==> src/tcdl_pkg.sv <==
package tcdl_pkg;

  localparam int DEPTH    = 256;
  localparam int DEPTH_W  = $clog2(DEPTH);
  localparam int CNT_W    = $clog2(DEPTH + 1);
  localparam int SUM_W    = CNT_W + 1;

  localparam int STAMP_W  = 48;
  localparam int VALUE_W  = 32;
  localparam int LAT_W    = 24;
  localparam int EXTRA_W  = 25;
  localparam int TOTAL_W  = LAT_W + 1;

  localparam logic CMD_PUSH = 1'b0;
  localparam logic CMD_PULL = 1'b1;

  typedef struct packed {
    logic [STAMP_W-1:0]        stamp;
    logic signed [VALUE_W-1:0] value;
  } entry_t;

  // shift: every cell takes its upstream neighbor this cycle
  typedef struct packed {
    logic shift;
  } chain_ctl_t;

  typedef enum logic [1:0] {
    ST_IDLE,
    ST_EVAL,
    ST_SCAN
  } state_t;

endpackage

==> src/tcdl_cell.sv <==
module tcdl_cell
  import tcdl_pkg::*;
(
  input  logic       clk,
  input  chain_ctl_t ctl,
  input  entry_t     d,
  output entry_t     q
);

  entry_t entry_r;

  always_ff @(posedge clk) begin
    if (ctl.shift) begin
      entry_r <= d;
    end
  end

  assign q = entry_r;

endmodule

==> config.mk <==
export PLATFORM = sky130hd
export DESIGN_NAME = tcdl_cell
export DESIGN_NICKNAME = d
export VERILOG_FILES = /design/src/tcdl_pkg.sv /design/src/tcdl_cell.sv
export SDC_FILE = /design/constraint.sdc
export NUM_CORES = 1
export LEC_CHECK = 0
export BUFFER_PORTS_ARGS = -buffer_cell sky130_fd_sc_hd__buf_2
export CORE_MARGIN = 5
export CORE_UTILIZATION = 44
export DETAILED_ROUTE_END_ITERATION = 7
export PLACE_DENSITY_LB_ADDON = 0.2
export SLEW_MARGIN = 20
export SYNTH_ARGS = -nofsm -noshare
export SYNTH_HDL_FRONTEND = slang
export SYNTH_SLANG_ARGS = --single-unit
==> constraint.sdc <==
create_clock -name clk -period 1.44 [get_ports clk]
set_clock_uncertainty 0.2 [all_clocks]
set_input_delay 0.072 -clock clk [delete_from_list [all_inputs] [get_ports clk]]
set_output_delay 0.072 -clock clk [all_outputs]
set_load 0.02 [all_outputs]
==> metrics.txt, run 1 <==
# TYPE chip_impl_metric gauge
chip_impl_metric{name="wire_length_of_the_first_global_routing_pass",unit="um"} 10100
chip_impl_metric{name="coreArea",unit="sq mm"} 0.00541
chip_impl_metric{name="die_height",unit="um"} 83.9
chip_impl_metric{name="fillCellCount",unit=""} 318
chip_impl_metric{name="timing.max_cap.violations",unit=""} 0
chip_impl_metric{name="synthCells",unit=""} 80
chip_impl_metric{name="final_wl",unit="um"} 6500
chip_impl_metric{name="net_count_after_synthesis",unit=""} 162
chip_impl_metric{name="initial_utilization",unit=""} 0.444
chip_impl_metric{name="internal_power",unit="uW"} 3880
chip_impl_metric{name="finalNetCount",unit=""} 416
chip_impl_metric{name="utilization",unit=""} 0.797
chip_impl_metric{name="antenna_violating_nets_post_route",unit=""} 0
chip_impl_metric{name="fin_ws",unit="ns"} 0.277
chip_impl_metric{name="power.net_switching",unit="uW"} 1160
chip_impl_metric{name="critical_path_arrival",unit="ns"} 0.89
chip_impl_metric{name="post_place_cell_area",unit="sq mm"} 0.00333
chip_impl_metric{name="vias",unit=""} 1752
chip_impl_metric{name="post-cts-setup-buffer-count",unit=""} 0
chip_impl_metric{name="path_max_fanout",unit=""} 1
chip_impl_info{name="path_delay_family",value="flip-flops"} 1
chip_impl_metric{name="multi_input_area",unit="sq um"} 0
chip_impl_metric{name="p_sw_frac",unit=""} 0.230
chip_impl_metric{name="clock_tree.buffer_depth",unit=""} 2
chip_impl_metric{name="cp.required",unit="ns"} 1.17
chip_impl_info{name="timing.critical_path.slowest_stage_cell",value="sky130_fd_sc_hd__edfxtp_1"} 1
chip_impl_metric{name="cts_htree_levels",unit=""} 3
chip_impl_metric{name="cts_made_buffers",unit=""} 9
chip_impl_metric{name="detailed_place_hpwl",unit="um"} 3970
chip_impl_metric{name="yosys_warnings",unit=""} 0
chip_impl_metric{name="port_buffer_count",unit=""} 161
chip_impl_metric{name="syn2layout_area_growth",unit="%"} 79.3
chip_impl_metric{name="clkPwrFrac",unit=""} 0.293
chip_impl_metric{name="gpl.final_weighted_congestion",unit=""} 0.745
chip_impl_metric{name="detail_route.vias_per_cell",unit=""} 4.26
chip_impl_info{name="run_status",value="finished, final reports clean"} 1
chip_impl_metric{name="n_antenna_cell",unit=""} 0
chip_impl_info{name="cts_root_buf",value="sky130_fd_sc_hd__clkbuf_8"} 1
chip_impl_metric{name="grt_antenna_before_repair",unit=""} 0
chip_impl_metric{name="firstDrtPassIters",unit=""} 4
chip_impl_metric{name="clkTransAtPathRegs",unit="ns"} 0.08
chip_impl_metric{name="timing.final.hold_violations",unit=""} 0
chip_impl_metric{name="worstMarginPinSlew",unit="ns"} 0.316
chip_impl_metric{name="place_worst_setup_slack",unit="ns"} 0.409
chip_impl_metric{name="final-setup-viol-count",unit=""} 0
chip_impl_metric{name="yosysSeqAreaShare",unit=""} 1.00
chip_impl_info{name="crit_path_cell_trace",value="buf_2"} 1
chip_impl_metric{name="finalInstanceArea",unit="sq mm"} 0.00431
chip_impl_metric{name="path_buf_inv",unit=""} 1
chip_impl_metric{name="floorplan.die_area",unit="sq mm"} 0.00704
chip_impl_metric{name="layout-drive-gt1-share",unit=""} 0.513
chip_impl_info{name="setup.worst_path.class",value="reg -> out"} 1
chip_impl_metric{name="total_global_routing_overflow",unit=""} 0
chip_impl_metric{name="die_w",unit="um"} 83.9
chip_impl_metric{name="fmaxAchievable",unit="GHz"} 0.860
chip_impl_metric{name="largest_register_ff_count",unit=""} 80
chip_impl_metric{name="synthesis.area",unit="sq mm"} 0.00240
chip_impl_metric{name="first_global_vias",unit=""} 1929
chip_impl_metric{name="grt_start_max_net_pins",unit=""} 55
chip_impl_info{name="hold_path.class",value="in -> reg"} 1
chip_impl_metric{name="core.rowCount",unit=""} 27
chip_impl_metric{name="ios",unit=""} 162
chip_impl_metric{name="timing.final.crit_share",unit=""} 0.807
chip_impl_metric{name="critical_path.max_stage_delay",unit="ns"} 0.39
chip_impl_metric{name="combinationalPowerShare",unit=""} 0.150
chip_impl_info{name="rsz_0062_raised_after_global_routing",value="no"} 1
chip_impl_metric{name="gr-usage-all-layers",unit=""} 0.191
chip_impl_metric{name="synth.avg_cell_area",unit="sq um"} 30.0
chip_impl_metric{name="vdd_ir_drop_max",unit="mV"} 0.711
chip_impl_info{name="tritoncts",value="done"} 1
chip_impl_metric{name="initialDrtViolationCount",unit=""} 126
chip_impl_metric{name="cellPowerDensity",unit="mW/mm^2"} 1170
chip_impl_metric{name="n_multi_input_combinational_cell",unit=""} 0
chip_impl_metric{name="tns",unit="ns"} 0
chip_impl_metric{name="clock-sinks",unit=""} 80
chip_impl_metric{name="share_seq_of_total_power",unit=""} 0.557
chip_impl_metric{name="postSynthRegisterBits",unit=""} 80
chip_impl_metric{name="ctsResizeCount",unit=""} 0
chip_impl_info{name="crit_path_start_kind",value="register"} 1
chip_impl_metric{name="detail_route.drc_violations",unit=""} 0
chip_impl_info{name="timing.critical_path.to_type",value="primary output"} 1
chip_impl_metric{name="drv_slew",unit=""} 0
chip_impl_metric{name="wire_per_inst",unit="um"} 15.8
chip_impl_metric{name="fin_crit",unit="ns"} 1.16
chip_impl_metric{name="relative_slew_margins",unit=""} 0.790
chip_impl_metric{name="yosysUniqueCellTypes",unit=""} 1
chip_impl_metric{name="power_leakage",unit="uW"} 0.00186
[cell type report]
type | instances | area (sq um) | share of cell area
sequential | 80 | 2400 | 0.558
clock buffer | 10 | 128 | 0.0296
timing repair buffer | 243 | 1640 | 0.380
tap | 72 | 90.1 | 0.0209
clock inverter | 6 | 50.0 | 0.0116
[worst paths after layout]
check              from     to  slack, ns  cells after the start
setup / recovery  q[70]  q[70]       0.28                      1
hold / removal      ctl  q[34]       0.05                      2
[timing repair]
| action | in CTS | in global routing |
|---|---|---|
| hold endpoints to repair | 80 | 0 |
| endpoints found under the setup margin | 0 | 0 |
| hold buffers | 80 | 0 |
[power groups by stage]
stage          Clock, uW  Sequential (uW)  Combinational (uW)
3_5_place_dp           0             2860                 579
6_report            1480             2810                 755
2_1_floorplan          0             3110                   0
3_3_place_gp           0             2850                 575
5_1_grt             1650             2820                 799
4_1_cts             1520             2800                 752
[per-stage QoR]
step                      total power, uW  hold slack (ns)  std cells
final                                5040           0.0547        411
after global routing                 5270           0.0456        411
after CTS                            5080           0.0550        411
after detailed placement             3440           0.0501        315
after global placement               3430           0.0478        315
after floorplan                      3110          -0.0291         80
[cell usage in the layout, fill, tap and decap left out]
master and count:
sky130_fd_sc_hd__buf_4 2, sky130_fd_sc_hd__clkbuf_8 9, sky130_fd_sc_hd__clkbuf_1 1, sky130_fd_sc_hd__buf_12 1
sky130_fd_sc_hd__buf_2 160, sky130_fd_sc_hd__dlygate4sd3_1 80, sky130_fd_sc_hd__bufinv_16 1, sky130_fd_sc_hd__edfxtp_1 80
sky130_fd_sc_hd__clkinv_2 1, sky130_fd_sc_hd__clkinv_1 4
[kinds of logic (layout without fill, tap and decap cells)]
group                  Yosys count  after routing  synth area share
flip-flops                      80             80              1.00
buffers and inverters            0            259                 0
[cells in the mapped netlist]
| cell | instances | area [sq um] |
|---|---|---|
| sky130_fd_sc_hd__edfxtp_1 | 80 | 2400 |
[routing by layer]
metal  vias to the layer above  wire, um  track usage
met1                       808      2120        0.190
li1                        833         -            -
met2                        90      3640        0.349
met3                        21       499       0.0661
met4                         0       231       0.0965
met5                         -         0            0
(Power assumes the default switching activity.)
==> inputs of run 2 (changes only) <==
--- a/config.mk
+++ b/config.mk
@@ -7,7 +7,7 @@
 export LEC_CHECK = 0
 export BUFFER_PORTS_ARGS = -buffer_cell sky130_fd_sc_hd__buf_2
 export CORE_MARGIN = 5
-export CORE_UTILIZATION = 44
+export CORE_UTILIZATION = 37
 export DETAILED_ROUTE_END_ITERATION = 7
 export PLACE_DENSITY_LB_ADDON = 0.2
 export SLEW_MARGIN = 20
==> constraint.sdc (replaced) <==
create_clock -name clk -period 0.9 [get_ports clk]
set_clock_uncertainty 0.2 [all_clocks]
set_input_delay 0.045 -clock clk [delete_from_list [all_inputs] [get_ports clk]]
set_output_delay 0.045 -clock clk [all_outputs]
set_load 0.02 [all_outputs]
==> metrics.txt, run 2 (synthesized netlist as in run 1, its figures left out) <==
# TYPE chip_impl_metric gauge
chip_impl_info{name="run_status",value="complete, but fails checks"} 1
chip_impl_info{name="violations",value="negative hold slack, negative setup slack"} 1
chip_impl_metric{name="clock-sinks",unit=""} 80
chip_impl_metric{name="grt_start_max_net_pins",unit=""} 31
chip_impl_info{name="timing.critical_path.to_type",value="primary output"} 1
chip_impl_metric{name="critical_path_arrival",unit="ns"} 0.90
chip_impl_metric{name="floorplan.die_area",unit="sq mm"} 0.00820
chip_impl_metric{name="utilization",unit=""} 0.735
chip_impl_metric{name="cp.required",unit="ns"} 0.65
chip_impl_metric{name="first_global_vias",unit=""} 2022
chip_impl_metric{name="drv_slew",unit=""} 0
chip_impl_metric{name="grt_antenna_before_repair",unit=""} 0
chip_impl_metric{name="final-setup-viol-count",unit=""} 80
chip_impl_metric{name="holdBufCountCts",unit=""} 80
chip_impl_metric{name="fin_ws",unit="ns"} -0.249
chip_impl_metric{name="cts_htree_levels",unit=""} 3
chip_impl_metric{name="gr-usage-all-layers",unit=""} 0.162
chip_impl_metric{name="syn2layout_area_growth",unit="%"} 94.3
chip_impl_metric{name="place_worst_setup_slack",unit="ns"} -0.0199
chip_impl_metric{name="final_wl",unit="um"} 6880
chip_impl_info{name="rsz_0062_raised_after_global_routing",value="yes"} 1
chip_impl_info{name="hold_path.class",value="in -> reg"} 1
chip_impl_metric{name="finalNetCount",unit=""} 419
chip_impl_metric{name="n_antenna_cell",unit=""} 0
chip_impl_info{name="tritoncts",value="done"} 1
chip_impl_info{name="min_to",value="q[15]"} 1
chip_impl_metric{name="worstMarginPinSlew",unit="ns"} 0.165
chip_impl_metric{name="timing.final.crit_share",unit=""} 1.28
chip_impl_info{name="hp-start",value="ctl"} 1
chip_impl_metric{name="timing.final.hold_violations",unit=""} 21
chip_impl_metric{name="power",unit="uW"} 8100
chip_impl_metric{name="critical_path.max_stage_delay",unit="ns"} 0.42
chip_impl_info{name="final_common_cell",value="sky130_fd_sc_hd__buf_2"} 1
chip_impl_metric{name="relative_slew_margins",unit=""} 0.890
chip_impl_metric{name="detail_route.drc_violations",unit=""} 0
chip_impl_metric{name="tns",unit="ns"} -16.44
chip_impl_metric{name="post-cts-setup-buffer-count",unit=""} 0
chip_impl_metric{name="power_leakage",unit="uW"} 0.00198
chip_impl_metric{name="path_buf_inv",unit=""} 1
chip_impl_info{name="cts_root_buf",value="sky130_fd_sc_hd__clkbuf_8"} 1
chip_impl_metric{name="timing.max_cap.violations",unit=""} 0
chip_impl_info{name="crit_path_start_kind",value="register"} 1
chip_impl_metric{name="die_w",unit="um"} 90.6
chip_impl_metric{name="vias",unit=""} 1770
chip_impl_metric{name="wire_length_of_the_first_global_routing_pass",unit="um"} 10200
chip_impl_info{name="setup.worst_path.class",value="reg -> out"} 1
chip_impl_metric{name="cts_made_buffers",unit=""} 9
chip_impl_metric{name="wire_per_inst",unit="um"} 16.5
chip_impl_metric{name="cellPowerDensity",unit="mW/mm^2"} 1740
chip_impl_metric{name="gpl.final_weighted_congestion",unit=""} 0.680
chip_impl_metric{name="multi_input_area",unit="sq um"} 0
chip_impl_metric{name="n_multi_input_combinational_cell",unit=""} 0
chip_impl_metric{name="fin_crit",unit="ns"} 1.15
chip_impl_metric{name="initial_utilization",unit=""} 0.378
chip_impl_info{name="crit_path_cell_trace",value="buf_6"} 1
chip_impl_metric{name="coreArea",unit="sq mm"} 0.00635
chip_impl_metric{name="firstDrtPassIters",unit=""} 3
chip_impl_metric{name="largest_register_ff_count",unit=""} 80
chip_impl_info{name="timing.critical_path.slowest_stage_cell",value="sky130_fd_sc_hd__edfxtp_1"} 1
chip_impl_metric{name="vdd_ir_drop_max",unit="mV"} 1.34
chip_impl_metric{name="antenna_violating_nets_post_route",unit=""} 0
chip_impl_metric{name="port_buffer_count",unit=""} 161
chip_impl_metric{name="die_height",unit="um"} 90.6
chip_impl_metric{name="path_max_fanout",unit=""} 1
chip_impl_metric{name="layout-drive-gt1-share",unit=""} 0.522
chip_impl_metric{name="total_global_routing_overflow",unit=""} 0
chip_impl_metric{name="core.rowCount",unit=""} 29
chip_impl_metric{name="worstHoldPathCells",unit=""} 2
chip_impl_metric{name="initialDrtViolationCount",unit=""} 56
chip_impl_info{name="most-common-layout-cells",value="105 x sky130_fd_sc_hd__buf_2, 80 x sky130_fd_sc_hd__dlygate4sd3_1, 80 x sky130_fd_sc_hd__edfxtp_1"} 1
chip_impl_info{name="path_delay_family",value="flip-flops"} 1
chip_impl_metric{name="final.hold.worst_slack",unit="ns"} -0.0482
chip_impl_metric{name="ios",unit=""} 162
chip_impl_metric{name="fmaxAchievable",unit="GHz"} 0.870
chip_impl_metric{name="detail_route.vias_per_cell",unit=""} 4.23
chip_impl_metric{name="clkTransAtPathRegs",unit="ns"} 0.08
chip_impl_metric{name="clock_tree.buffer_depth",unit=""} 2
[run 2: cell count changes in the layout (fill, tap and decap cells not counted), moves of 2 or more]
cell / delta
sky130_fd_sc_hd__buf_2: -55
sky130_fd_sc_hd__buf_6: +55
sky130_fd_sc_hd__buf_4: +2
sky130_fd_sc_hd__clkinv_1: -2
[run 2: metal layers]
| layer | vias to the layer above | track usage | wire [um] |
|---|---|---|---|
| met1 | 830 | 0.155 | 2220 |
| met3 | 10 | 0.0700 | 656 |
| met2 | 92 | 0.297 | 3920 |
| met4 | 0 | 0.0670 | 85 |
| li1 | 838 | - | - |
| met5 | - | 0 | 0 |
[run 2: area by class of cell]
type                    instances  area, sq um
repair buffers                246         2020
clock inverters                 5         25.0
flip-flops and latches         80         2400
fillers                       391         1680
well taps                      77         96.3
clock buffers                  10          128
[run 2: worst max path at each step]
stage / from / end / slack [ns] / depth (start not counted)
4_1_cts: q[51] / q[51] / -0.25 / 1
3_3_place_gp: ctl / q[40] / -0.01 / 2
5_1_grt: q[25] / q[25] / -0.29 / 1
3_5_place_dp: ctl / q[40] / -0.02 / 2
6_report: q[25] / q[25] / -0.25 / 1
2_1_floorplan: q[0] / q[0] / 0.21 / 0
[run 2: power by group]
group	internal, uW	leakage (uW)	switching [uW]
Clock	958	0.0000770	1150
Sequential	4430	0.000783	112
Combinational	782	0.00112	667
Total	6170	0.00198	1930
[run 2: what timing repair did]
item / in CTS / in global routing
resized for setup: 38 / 72
setup endpoints to repair: 80 / 80
hold endpoints to repair: 124 / 44
[run 2: stage by stage]
stage | hold slack, ns | cell area [sq um] | instances
floorplan | -0.0561 | 2400 | 80
finish | -0.0482 | 4670 | 418
global route | -0.0649 | 4670 | 418
global placement | 0.0214 | 3370 | 323
detailed placement | 0.0231 | 3370 | 323
CTS | -0.0732 | 4440 | 418
