## config.mk

```make
export PLATFORM = sky130hd
export DESIGN_NAME = tcdl_ctrl
export DESIGN_NICKNAME = d
export VERILOG_FILES = /design/src/tcdl_pkg.sv /design/src/tcdl_ctrl.sv
export SDC_FILE = /design/constraint.sdc
export NUM_CORES = 1
export LEC_CHECK = 0
export ABC_AREA = 1
export ABC_CLOCK_PERIOD_IN_PS = 4600
export BUFFER_PORTS_ARGS = -buffer_cell sky130_fd_sc_hd__buf_4
export CORE_MARGIN = 5
export CORE_UTILIZATION = 35
export DETAILED_ROUTE_END_ITERATION = 10
export GPL_TIMING_DRIVEN = 0
export HOLD_SLACK_MARGIN = 0.06
export PLACE_DENSITY = 0.61
export SLEW_MARGIN = 5
export SYNTH_ARGS = -nofsm -noshare
export SYNTH_HDL_FRONTEND = slang
export SYNTH_SLANG_ARGS = --single-unit
```

## constraint.sdc

```tcl
create_clock -name clk -period 4.6 [get_ports clk]
set_clock_uncertainty 0.15 [all_clocks]
set_input_delay 0.69 -clock clk [delete_from_list [all_inputs] [get_ports clk]]
set_output_delay 0.69 -clock clk [all_outputs]
set_load 0.05 [all_outputs]
```

## src/tcdl_pkg.sv

```systemverilog
package tcdl_pkg;

  localparam int DEPTH    = 256;
  localparam int DEPTH_W  = $clog2(DEPTH);
  localparam int CNT_W    = $clog2(DEPTH + 1);
  localparam int SUM_W    = CNT_W + 1;

  localparam int STAMP_W  = 48;
  localparam int VALUE_W  = 32;
  localparam int LAT_W    = 24;
  localparam int EXTRA_W  = 25;
  localparam int TOTAL_W  = LAT_W + 1;

  localparam logic CMD_PUSH = 1'b0;
  localparam logic CMD_PULL = 1'b1;

  typedef struct packed {
    logic [STAMP_W-1:0]        stamp;
    logic signed [VALUE_W-1:0] value;
  } entry_t;

  // shift: every cell takes its upstream neighbor this cycle
  typedef struct packed {
    logic shift;
  } chain_ctl_t;

  typedef enum logic [1:0] {
    ST_IDLE,
    ST_EVAL,
    ST_SCAN
  } state_t;

endpackage

```

## src/tcdl_ctrl.sv

```systemverilog
module tcdl_ctrl
  import tcdl_pkg::*;
(
  input  logic                      clk,
  input  logic                      rst_n,
  input  logic                      start,
  output logic                      busy,
  input  logic                      in_cmd,
  input  logic signed [VALUE_W-1:0] in_command_value,
  input  logic [STAMP_W-1:0]        in_time_us,
  input  logic signed [EXTRA_W-1:0] in_extra_latency,
  output logic                      out_valid,
  output logic signed [VALUE_W-1:0] out_held_value,
  input  logic                      cfg_we,
  input  logic [LAT_W-1:0]          cfg_wdata,
  input  entry_t                    head,
  input  entry_t                    tap,
  output entry_t                    feed,
  output chain_ctl_t                ctl
);

  state_t                    state_r, state_nxt;
  logic [CNT_W-1:0]          count_r, count_nxt;
  logic [LAT_W-1:0]          lat_r;
  logic [STAMP_W-1:0]        now_r, now_nxt;
  logic [TOTAL_W-1:0]        total_r, total_nxt;
  logic [STAMP_W-1:0]        cutoff_r, cutoff_nxt;
  logic [DEPTH_W-1:0]        k_r, k_nxt;
  logic                      stop_r, stop_nxt;
  logic signed [VALUE_W-1:0] held_r, held_nxt;
  logic                      out_valid_r, out_valid_nxt;
  logic [TOTAL_W-1:0]        extra_clamped;
  logic [STAMP_W-1:0]        total_ext;
  logic                      tap_valid;

  assign extra_clamped = in_extra_latency[EXTRA_W-1] ? '0
                         : TOTAL_W'(in_extra_latency[EXTRA_W-2:0]);
  assign total_ext = STAMP_W'(total_r);

  // tap shows the entry that sat at cell DEPTH-1-k before the scan began;
  // live entries occupy cells 0..count-1, oldest at the far end
  assign tap_valid = (SUM_W'(k_r) + SUM_W'(count_r)) >= SUM_W'(DEPTH);

  always_ff @(posedge clk) begin
    if (!rst_n) begin
      state_r     <= ST_IDLE;
      count_r     <= '0;
      lat_r       <= '0;
      held_r      <= '0;
      out_valid_r <= 1'b0;
      k_r         <= '0;
      stop_r      <= 1'b0;
    end else begin
      state_r     <= state_nxt;
      count_r     <= count_nxt;
      held_r      <= held_nxt;
      out_valid_r <= out_valid_nxt;
      k_r         <= k_nxt;
      stop_r      <= stop_nxt;
      if (cfg_we) begin
        lat_r <= cfg_wdata;
      end
    end
  end

  always_ff @(posedge clk) begin
    now_r    <= now_nxt;
    total_r  <= total_nxt;
    cutoff_r <= cutoff_nxt;
  end

  always_comb begin
    state_nxt     = state_r;
    count_nxt     = count_r;
    now_nxt       = now_r;
    total_nxt     = total_r;
    cutoff_nxt    = cutoff_r;
    k_nxt         = k_r;
    stop_nxt      = stop_r;
    held_nxt      = held_r;
    out_valid_nxt = 1'b0;
    feed          = tap;
    ctl.shift     = 1'b0;

    case (state_r)
      ST_IDLE: begin
        if (start) begin
          if (in_cmd == CMD_PUSH) begin
            // shifting drops the far cell, which is the oldest when full
            feed.stamp = in_time_us;
            feed.value = in_command_value;
            ctl.shift  = 1'b1;
            if (count_r != CNT_W'(DEPTH)) begin
              count_nxt = count_r + 1'b1;
            end
          end else begin
            now_nxt   = in_time_us;
            total_nxt = TOTAL_W'(lat_r) + extra_clamped;
            state_nxt = ST_EVAL;
          end
        end
      end
      ST_EVAL: begin
        if (total_r == '0) begin
          if (count_r != '0) begin
            held_nxt = head.value;
          end
          count_nxt     = '0;
          out_valid_nxt = 1'b1;
          state_nxt     = ST_IDLE;
        end else if (now_r >= total_ext) begin
          cutoff_nxt = now_r - total_ext;
          k_nxt      = '0;
          stop_nxt   = 1'b0;
          state_nxt  = ST_SCAN;
        end else begin
          out_valid_nxt = 1'b1;
          state_nxt     = ST_IDLE;
        end
      end
      ST_SCAN: begin
        // rotate the ring once around; it ends where it started
        ctl.shift = 1'b1;
        feed      = tap;
        if (tap_valid && !stop_r) begin
          if (tap.stamp <= cutoff_r) begin
            held_nxt = tap.value;
          end else begin
            stop_nxt = 1'b1;
          end
        end
        k_nxt = k_r + 1'b1;
        if (k_r == DEPTH_W'(DEPTH - 1)) begin
          out_valid_nxt = 1'b1;
          state_nxt     = ST_IDLE;
        end
      end
      default: begin
        state_nxt = ST_IDLE;
      end
    endcase
  end

  assign busy           = (state_r != ST_IDLE);
  assign out_valid      = out_valid_r;
  assign out_held_value = held_r;

endmodule

```

==> results of run 1 <==
synth_stat cells (23+ instances only):
library cell / count
ha_1: 110
nand3_1: 66
nor2_1: 264
xnor2_1: 23
nand2_1: 374
inv_1: 252
xor2_1: 48
mux2_2: 64
nor3_1: 24
edfxtp_1: 121
a21oi_1: 125
dfxtp_1: 77
o21ai_0: 67
worst max path at each step:
stage	startpoint	end	slack, ns	depth (start not counted)
global route	state_r[0]$_SDFFE_PN0P_	feed[12]	0.21	10
detailed placement	state_r[0]$_SDFFE_PN0P_	feed[12]	0.61	9
finish	state_r[0]$_SDFFE_PN0P_	feed[12]	0.43	10
CTS	state_r[0]$_SDFFE_PN0P_	feed[12]	0.09	9
floorplan	in_cmd	now_r[0]$_DFFE_PP_	0.11	2
global placement	in_cmd	now_r[19]$_DFFE_PP_	-1.54	3
layout make-up:
cell class | instances | area, µm²
clock buffer | 24 | 515
tap | 518 | 648
timing repair buffer | 362 | 2740
sequential | 198 | 5170
clock inverter | 8 | 133
inverter | 259 | 972
antenna | 1 | 2.50
buffer | 40 | 180
fill | 3866 | 20900
multi-input combinational | 1262 | 7240
per-layer routing:
metal | vias up | routed length, µm | global-route usage
met1 | 5834 | 19900 | 0.262
met4 | 0 | 686 | 0.0453
li1 | 6516 | - | -
met3 | 44 | 2210 | 0.0380
met2 | 322 | 20500 | 0.330
met5 | - | 0 | 0
worst max-delay path: cells and delay by family, from the launching register on:
kind            cells  cell delay, ns
flops               1            0.37
simple gates        3            0.60
buf+inv             5            1.40
compound gates      1            0.25
fa+ha+maj           1            0.25
registers in the layout (all words and copies together) (netlist names), 2 cells and up:
register        flops
k_r                 8
out_held_value     32
state_r             2
cutoff_r           48
lat_r              24
total_r            25
count_r             9
now_r              48
power by group through the flow:
stage          Sequential, mW  Combinational, mW  Clock (mW)
2_1_floorplan            2.51               1.34           0
3_3_place_gp             2.27               2.35           0
3_5_place_dp             2.27               2.39           0
4_1_cts                  2.23               2.40        1.69
5_1_grt                  2.25               2.60        1.75
6_report                 2.23               2.39        1.65
per-stage QoR:
| step | worst slack, ns | area, µm² | util |
|---|---|---|---|
| global placement | -1.54 | 16900 | 0.440 |
| global route | 0.209 | 17600 | 0.458 |
| detailed placement | 0.607 | 17000 | 0.441 |
| floorplan | 0.115 | 13600 | - |
| finish | 0.432 | 17600 | 0.458 |
| CTS | 0.0850 | 17600 | 0.458 |
cells by family after synthesis:
logic type,after synthesis,share of synthesized area
simple gates,781,0.237
fa+ha+maj,112,0.104
xor+xnor,71,0.0459
buf+inv,299,0.0849
flops,198,0.382
mux,64,0.0531
compound gates,234,0.0926
==> summary.md, run 1 <==
| Metric | Value |
|---|---|
| R2R Path Start | total_r[0]$_DFFE_PP_ |
| Critical path capture point type | output pin |
| Cell total after placement | between 2000 and 3000 |
| Core ar. | ~38000 µm² |
| Flop-to-flop setup slack | 1.05 ns |
| Starting Density | 0.353 |
| Final ANT Viol Nets | 0 |
| Largest net degree at the start of global routing | 50 |
| Synthesis-to-finish area growth | 29.9% |
| Arrival @ worst endpoint | 3.33 ns |
| Fin nets | 2546 |
| Mapped Cells | roughly 1800 |
| Worst rel slew slack | 0.259 |
| Port Buf Inserts | 360 |
| DRC Markers | 0 |
| Post-Syn Area | 13600 µm² |
| HP Class | in -> reg |
| Synth cell types | between 40 and 50 |
| Root Buffer | clkbuf_16 |
| Tightest Pin Transition | approximately 1.1 ns |
| Vias | ~13000 |
| Mean number of vias per cell | around 4.8 |
| Outcome | complete, no violations |
| Setup TNS | 0 ns |
| H-tree Lvls | 4 |
| FP Rows | about 70 |
| Clk slew on worst S/H paths | about 0.08 ns |
| Total Wirelength | roughly 43 mm |
| Capture point of the worst reg-to-reg path | cutoff_r[7]$_DFFE_PP_ |
| Clk pwr share | 0.263 |
| Final period util | 0.906 |
| Count of final hold-check violations | 0 |
| Synthesis warning total | 0 |
| I/O Pins | around 400 |
| Die height | ~210 µm |
| WP data required | roughly 3.8 ns |
| Largest area contributor in the netlist | edfxtp_1 |
| Vias in the first global route | approximately 13000 |
| Final setup viols | 0 |
| TritonCTS buffer count | 17 |
| Die Width | between 200 and 250 µm |
| Hold_ws | 0.266 ns |
| Highest clock rate | ~0.24 GHz |
| DR iter-0 viols | between 600 and 700 |
| Clock sink count | roughly 200 |
| Total global-route track usage | 0.196 |
| Seq cells post-synth | 198 |
| Post-synth EDFFs | around 120 |
| CTS tree | done |
| CTS max path bufs | 2 |
| Post-cts resize count | 0 |
| Max-cap viol count | 0 |
| Commonest non-fill, non-tap cell in the layout | nand2_1 |
| Syn Nets | about 2200 |
| Design Power | about 6.3 mW |
| DR WL/cell | 16.2 µm |
| GPL Wtd Cong | just under 0.9 |
| # Post-CTS Setup Buffers | 0 |
| Fin. max-slew vios | 0 |
| Static leakage | 8.44 nW |
| Die area | 42800 µm² |
| Detailed Routing Iterations Pass 1 | 5 |
| Kind of critical path | reg -> out |
| Hold depth | 1 |
| DP Wirelength | around 36 mm |
| CP cell instances | inv_1 > ha_1 > inv_1 > nor2_1 > nand2_1 > buf_2 > clkbuf_1 > nor2_1 > a21oi_1 > buf_4 |
| Worst path max stage delay | 0.57 ns |
| RSZ-0062 raised after global routing | false |
| Hold-fix buffers at CTS | 0 |
| Area share of the largest cell type after synthesis | 0.268 |
| Comb pwr share | 0.381 |
| Area contributors post-synth | edfxtp_1, dfxtp_1, nand2_1 |
| CP Launch Type | register |
| Clk Latency, worst-skew pair | approximately 0.45 ns |
| Crit path max fanout | 10 |
| Ys async rst share | 0 |
| Post-synthesis sequential area ratio | 0.382 |
| Min-Delay Endpoint | now_r[7]$_DFFE_PP_ |
| Total congestion overflow | 0 |
| Avg Inst Size Synth | between 7 and 8 µm² |
| Initial antenna violation count | 1 |
| First-pass GRT wire length | approximately 65 mm |
| Worst R2R Path Depth | 13 |
| Most frequent cells in the layout | nand2_1, buf_4, nor2_1, inv_1, a21oi_1 |
| Power Internal | approximately 3.9 mW |
| Sw frac | 0.378 |
| HP Start | in_time_us[7] |
| Sw Pwr | about 2.4 mW |
| Share of layout cells above drive strength 1 | 0.231 |
| Worst vdd rail ir drop | between 0.2 and 0.25 mV |
| CP max-delay cell | clkbuf_1 |
| Sequential share of power | 0.356 |
| P per Cell Area | roughly 360 nW/µm² |
| Fin cells | 2672 |
| Primary FF master, synth | edfxtp_1 |
| Fin crit period | 4.17 ns |
Note: power is estimated with default switching activity, not from simulation.
==> run 2: changes to the inputs <==
--- a/config.mk
+++ b/config.mk
@@ -7,7 +7,7 @@
 export LEC_CHECK = 0
 export ABC_AREA = 1
 export ABC_CLOCK_PERIOD_IN_PS = 4600
-export BUFFER_PORTS_ARGS = -buffer_cell sky130_fd_sc_hd__buf_4
+export BUFFER_PORTS_ARGS = -buffer_cell sky130_fd_sc_hd__buf_2
 export CORE_MARGIN = 5
 export CORE_UTILIZATION = 35
 export DETAILED_ROUTE_END_ITERATION = 10
==> summary.md, run 2 (synthesized netlist as in run 1, its figures left out) <==
| Metric | Value |
|---|---|
| Outcome | complete, no violations |
| Highest clock rate | approximately 0.23 GHz |
| HP Class | in -> reg |
| Starting Density | 0.353 |
| Static leakage | around 8 nW |
| Worst vdd rail ir drop | 0.177 mV |
| Area of placed instances | roughly 16000 µm² |
| Count of final hold-check violations | 0 |
| Commonest non-fill, non-tap cell in the layout | nand2_1 |
| Cell total after placement | ~2600 |
| Die height | approximately 210 µm |
| Comb pwr share | 0.371 |
| DP Wirelength | 35.3 mm |
| Arrival @ worst endpoint | approximately 3.5 ns |
| Design Power | 6.02 mW |
| Total global-route track usage | 0.191 |
| Mean number of vias per cell | roughly 4.8 |
| FP Rows | between 70 and 80 |
| Fin crit period | ~4.3 ns |
| Synthesis-to-finish area growth | 22.8% |
| N_diodes | 0 |
| CP Launch Type | register |
| Power Internal | between 3 and 4 mW |
| P per Cell Area | 361 nW/µm² |
| Final period util | 0.932 |
| Hold_ws | 0.260 ns |
| Crit path max fanout | 10 |
| WP data required | around 3.8 ns |
| Post-route setup slack | 0.311 ns |
| Filler cell count | 3976 |
| Vias | 12743 |
| Kind of critical path | reg -> out |
| Share of layout cells above drive strength 1 | 0.232 |
| DR iter-0 viols | 719 |
| Critical path capture point type | output pin |
| GPL Wtd Cong | 0.901 |
| WP buf/inv | 5 |
| Core ar. | just under 40000 µm² |
| I/O Pins | between 400 and 500 |
| RSZ-0062 raised after global routing | false |
| CP max-delay cell | clkbuf_1 |
| Worst rel slew slack | 0.282 |
| Fin cells | 2671 |
| Met1 wire length | a little under 20 mm |
| Detailed Routing Iterations Pass 1 | 5 |
| Setup TNS | 0 ns |
| Crit path max-delay family | buffers and inverters |
| DR WL/cell | 16.0 µm |
| Max-cap viol count | 0 |
| Total Wirelength | ~43 mm |
| Final ANT Viol Nets | 0 |
| # Post-CTS Setup Buffers | 0 |
| Vias in the first global route | between 10000 and 15000 |
| Root Buffer | clkbuf_16 |
| Worst path max stage delay | 0.56 ns |
| DRC Markers | 0 |
| Final Util | 0.433 |
| Fin. max-slew vios | 0 |
| Sw frac | 0.401 |
| Clock sink count | 198 |
| Final setup viols | 0 |
| Port Buf Inserts | 360 |
| CTS max path bufs | 2 |
| CP cell instances | inv_1 > ha_1 > inv_1 > nor2_1 > nand2_1 > buf_2 > clkbuf_1 > nor2_1 > a21oi_1 > buf_2 |
| Sw Pwr | roughly 2.4 mW |
| Die Width | approximately 210 µm |
| WL met3 | approximately 2.5 mm |
| Clk pwr share | 0.258 |
| Fin nets | approximately 2500 |
| Sequential share of power | 0.370 |
| Largest net degree at the start of global routing | 50 |
| DR WL met2 | 19.9 mm |
| Clk slew on worst S/H paths | 0.08 ns |
| Total congestion overflow | 0 |
| Tightest Pin Transition | between 1 and 1.5 ns |
| TritonCTS buffer count | 17 |
| H-tree Lvls | 4 |
| Clk Latency, worst-skew pair | 0.46 ns |
| DR top layer | met5 |
| CTS tree | done |
| First-pass GRT wire length | 63.7 mm |
| Final Cell Area | 16700 µm² |
| Initial antenna violation count | 3 |
| Most frequent cells in the layout | nand2_1, buf_2, nor2_1, inv_1, a21oi_1 |
| Post-Place Worst Slack | 0.663 ns |
| Die area | about 43000 µm² |
[run 2: cell type report]
class | count | area (µm²) | area share
clock inverter | 15 | 169 | 0.0101
clock buffer | 17 | 425 | 0.0255
multi-input combinational | 1262 | 7240 | 0.435
timing repair buffer | 362 | 1840 | 0.111
tap | 518 | 648 | 0.0389
inverter | 259 | 972 | 0.0584
sequential | 198 | 5170 | 0.311
buffer | 40 | 180 | 0.0108
[run 2: final timing paths]
kind                           startpoint                      to  slack [ns]  depth (start not counted)
hold / removal              in_time_us[6]      now_r[6]$_DFFE_PP_        0.26                          1
hold reg to reg       stop_r$_SDFFE_PN0P_     stop_r$_SDFFE_PN0P_        0.31                          2
setup reg to reg     total_r[0]$_DFFE_PP_  cutoff_r[12]$_DFFE_PP_        1.15                         13
setup / recovery  state_r[0]$_SDFFE_PN0P_                feed[17]        0.31                         10
[run 2: power by group through the flow]
stage	logic (mW)	registers, mW	clock network [mW]
6_report	2.23	2.23	1.55
5_1_grt	2.45	2.25	1.66
4_1_cts	2.24	2.23	1.58
3_5_place_dp	2.23	2.27	0
3_3_place_gp	2.20	2.27	0
2_1_floorplan	1.34	2.51	0
[run 2: worst reg2reg max path, stage by stage, from the launching register on]
cell      delay [ns]
edfxtp_1        0.40
ha_1            0.23
fa_1            0.42
inv_1           0.07
nand3_1         0.06
nand2_1         0.13
nand2_1         0.08
nand2_2         0.10
nand2_1         0.06
nand2_1         0.18
nand2_2         0.11
nand3_2         0.12
nand2_4         0.12
inv_2           0.75
[run 2: repair_timing]
item / in CTS / in global routing
gates resized for setup: 0 / 1
endpoints found under the setup margin: 0 / 2
hold buffers: 0 / 0
[run 2: routing by layer]
metal,track usage,vias up
li1,-,6502
met1,0.263,5852
met2,0.315,340
met3,0.0370,45
met4,0.0432,4
met5,0,-
==> run 3: changes to the inputs <==
--- a/config.mk
+++ b/config.mk
@@ -5,7 +5,6 @@
 export SDC_FILE = /design/constraint.sdc
 export NUM_CORES = 1
 export LEC_CHECK = 0
-export ABC_AREA = 1
 export ABC_CLOCK_PERIOD_IN_PS = 4600
 export BUFFER_PORTS_ARGS = -buffer_cell sky130_fd_sc_hd__buf_2
 export CORE_MARGIN = 5
@@ -13,7 +12,7 @@
 export DETAILED_ROUTE_END_ITERATION = 10
 export GPL_TIMING_DRIVEN = 0
 export HOLD_SLACK_MARGIN = 0.06
-export PLACE_DENSITY = 0.61
+export PLACE_DENSITY = 0.62
 export SLEW_MARGIN = 5
 export SYNTH_ARGS = -nofsm -noshare
 export SYNTH_HDL_FRONTEND = slang
==> summary.md, run 3 <==
| Metric | Value |
|---|---|
| Outcome | complete, no violations |
| Fin. max-slew vios | 0 |
| Final period util | 0.869 |
| Fin nets | about 2100 |
| Commonest non-fill, non-tap cell in the layout | buf_2 |
| Total congestion overflow | 0 |
| Worst rel slew slack | 0.300 |
| Tightest Pin Transition | between 1 and 1.5 ns |
| Post-synth EDFFs | approximately 120 |
| Avg Inst Size Synth | around 9.7 µm² |
| Sw Pwr | about 1.6 mW |
| # Post-CTS Setup Buffers | 0 |
| Hold_ws | between 0.2 and 0.3 ns |
| Largest area contributor in the netlist | edfxtp_1 |
| Clk pwr share | 0.321 |
| GRT met3 Usage | 0.0428 |
| Detailed Routing Iterations Pass 1 | 5 |
| Busiest grt layer | met2 |
| Seq cells post-synth | ~200 |
| Port Buf Inserts | approximately 360 |
| DP Wirelength | roughly 33 mm |
| Total global-route track usage | 0.190 |
| Final setup viols | 0 |
| Share of layout cells above drive strength 1 | 0.283 |
| Largest net degree at the start of global routing | 40 |
| Die Width | between 200 and 250 µm |
| Synthesis warning total | 0 |
| WP data required | 3.76 ns |
| I/O Pins | ~400 |
| H-tree Lvls | 4 |
| Post-synth top cells | nand2_1, edfxtp_1, ha_1 |
| Most numerous cell in the Yosys netlist | nand2_1 |
| Clock sink count | approximately 200 |
| Area share of the largest cell type after synthesis | 0.282 |
| FP Rows | 70 |
| Max-cap viol count | 0 |
| Mean number of vias per cell | 5.20 |
| GPL Wtd Cong | slightly below 0.9 |
| Count of final hold-check violations | 0 |
| Post-synthesis sequential area ratio | 0.401 |
| Comb pwr share | 0.263 |
| Synth cell types | 65 |
| M1 GR Usage | 0.260 |
| CTS tree | done |
| Fin cells | between 2000 and 2500 |
| DR WL/cell | between 15 and 20 µm |
| Root Buffer | clkbuf_16 |
| DRC Markers | 0 |
| Met2 usage | 0.304 |
| Kind of critical path | reg -> out |
| Sw frac | 0.327 |
| Synthesis-to-finish area growth | 23.8% |
| Cell total after placement | around 2200 |
| HP Class | in -> reg |
| Crit path max fanout | 10 |
| RSZ-0062 raised after global routing | false |
| Syn Nets | ~1700 |
| Ys async rst share | 0 |
| Post-cts resize count | 0 |
| Starting Density | 0.353 |
| Clk slew on worst S/H paths | 0.08 ns |
| Most frequent cells in the layout | buf_2, nand2_1, edfxtp_1, ha_1, inv_1 |
| Vias | between 10000 and 15000 |
| Area contributors post-synth | edfxtp_1, dfxtp_1, ha_1 |
| CTS max path bufs | 2 |
| Total Wirelength | 40.4 mm |
| DR iter-0 viols | between 700 and 800 |
| Highest clock rate | 0.250 GHz |
| Final ANT Viol Nets | 0 |
| TritonCTS buffer count | 17 |
| Primary FF master, synth | edfxtp_1 |
| Arrival @ worst endpoint | between 3 and 4 ns |
| Core ar. | 36500 µm² |
| Post-Place Worst Slack | 0.183 ns |
| Fin crit period | 4.00 ns |
| Critical path capture point type | output pin |
| Die height | 202 µm |
| Power Internal | 3.35 mW |
| Initial antenna violation count | 4 |
| Worst vdd rail ir drop | approximately 0.3 mV |
| Clk Latency, worst-skew pair | approximately 0.45 ns |
| Hold-fix buffers at CTS | 0 |
| Mapped Cells | ~1300 |
| P per Cell Area | between 300 and 400 nW/µm² |
| Vias in the first global route | about 11000 |
| Post-route setup slack | between 0.6 and 0.7 ns |
| Sequential share of power | 0.416 |
| Die area | around 41000 µm² |
| Design Power | roughly 5.0 mW |
| Static leakage | 6.89 nW |
| CP Launch Type | register |
| Post-Syn Area | about 13000 µm² |
| First-pass GRT wire length | between 60 and 70 mm |
-- run 3: changes by cell type after synthesis, sizes merged, moves of 17 or more --
cell    before  now
a21oi      128   87
a31oi        4   36
clkbuf      21   46
inv        259   99
mux2i        0   59
nand2      380  124
nand3       69   24
nor2       270   87
nor2b        0   32
o21ai       79   43
or3          0   44
xnor2       23   40
xor2        48   28
-- run 3: area by class of cell --
type | instances | area (µm²)
antenna | 1 | 2.50
buffer | 49 | 191
clock inverter | 8 | 65.1
multi-input combinational | 986 | 7170
fill | 3561 | 20600
clock buffer | 24 | 568
tap | 468 | 586
sequential | 198 | 5170
timing repair buffer | 361 | 1840
inverter | 99 | 372
-- run 3: worst max-delay path, stage by stage, from the launching register on --
cell	delay, ns
dfxtp_1	0.36
inv_1	0.07
ha_1	0.27
nand3_1	0.49
clkbuf_1	0.80
mux2_2	0.47
buf_2	0.23
-- run 3: cells by family (layout without fill, tap and decap cells) --
logic type               after synthesis  count (layout)  share of synthesized area
AND/OR/NAND/NOR                      422             422                      0.165
AO/OA/AOI/OAI                        245             245                      0.118
flip-flops                           198             198                      0.401
buffers and inverters                148             541                     0.0437
multiplexers                         139             139                      0.116
adder cells (fa/ha/maj)              112             112                      0.110
XOR/XNOR                              68              68                     0.0462
other                                  0               1                          0
-- run 3: power by group through the flow --
| stage | Clock, mW | Sequential, mW | Combinational, mW |
|---|---|---|---|
| 3_5_place_dp | 0 | 2.11 | 1.30 |
| 4_1_cts | 1.62 | 2.07 | 1.31 |
| 6_report | 1.60 | 2.07 | 1.31 |
| 2_1_floorplan | 0 | 2.15 | 0.839 |
| 3_3_place_gp | 0 | 2.11 | 1.28 |
| 5_1_grt | 1.70 | 2.08 | 1.43 |
-- run 3: final timing paths --
kind                                               from                               to  slack, ns  cells past startpoint
worst min-delay path                     in_time_us[46]              now_r[46]$_DFFE_PP_       0.28                      1
worst min register to register      stop_r$_SDFFE_PN0P_              stop_r$_SDFFE_PN0P_       0.31                      2
worst max-delay path            state_r[0]$_SDFFE_PN0P_                         feed[53]       0.60                      6
worst max register to register   cutoff_r[26]$_DFFE_PP_  out_held_value[22]$_SDFFE_PN0P_       0.78                     10
-- run 3: metal layers --
layer	wire length [µm]	share of wire
met1	18300	0.45
met3	2540	0.063
met2	18600	0.46
met5	38	0.00094
met4	865	0.021
-- run 3: per-stage QoR --
stage               setup TNS, ns   util  cell area [µm²]
finish                          0  0.437            16000
global route                    0  0.437            16000
CTS                             0  0.437            16000
detailed placement              0  0.420            15300
global placement           -66.36  0.418            15300
floorplan                       0      -            12900
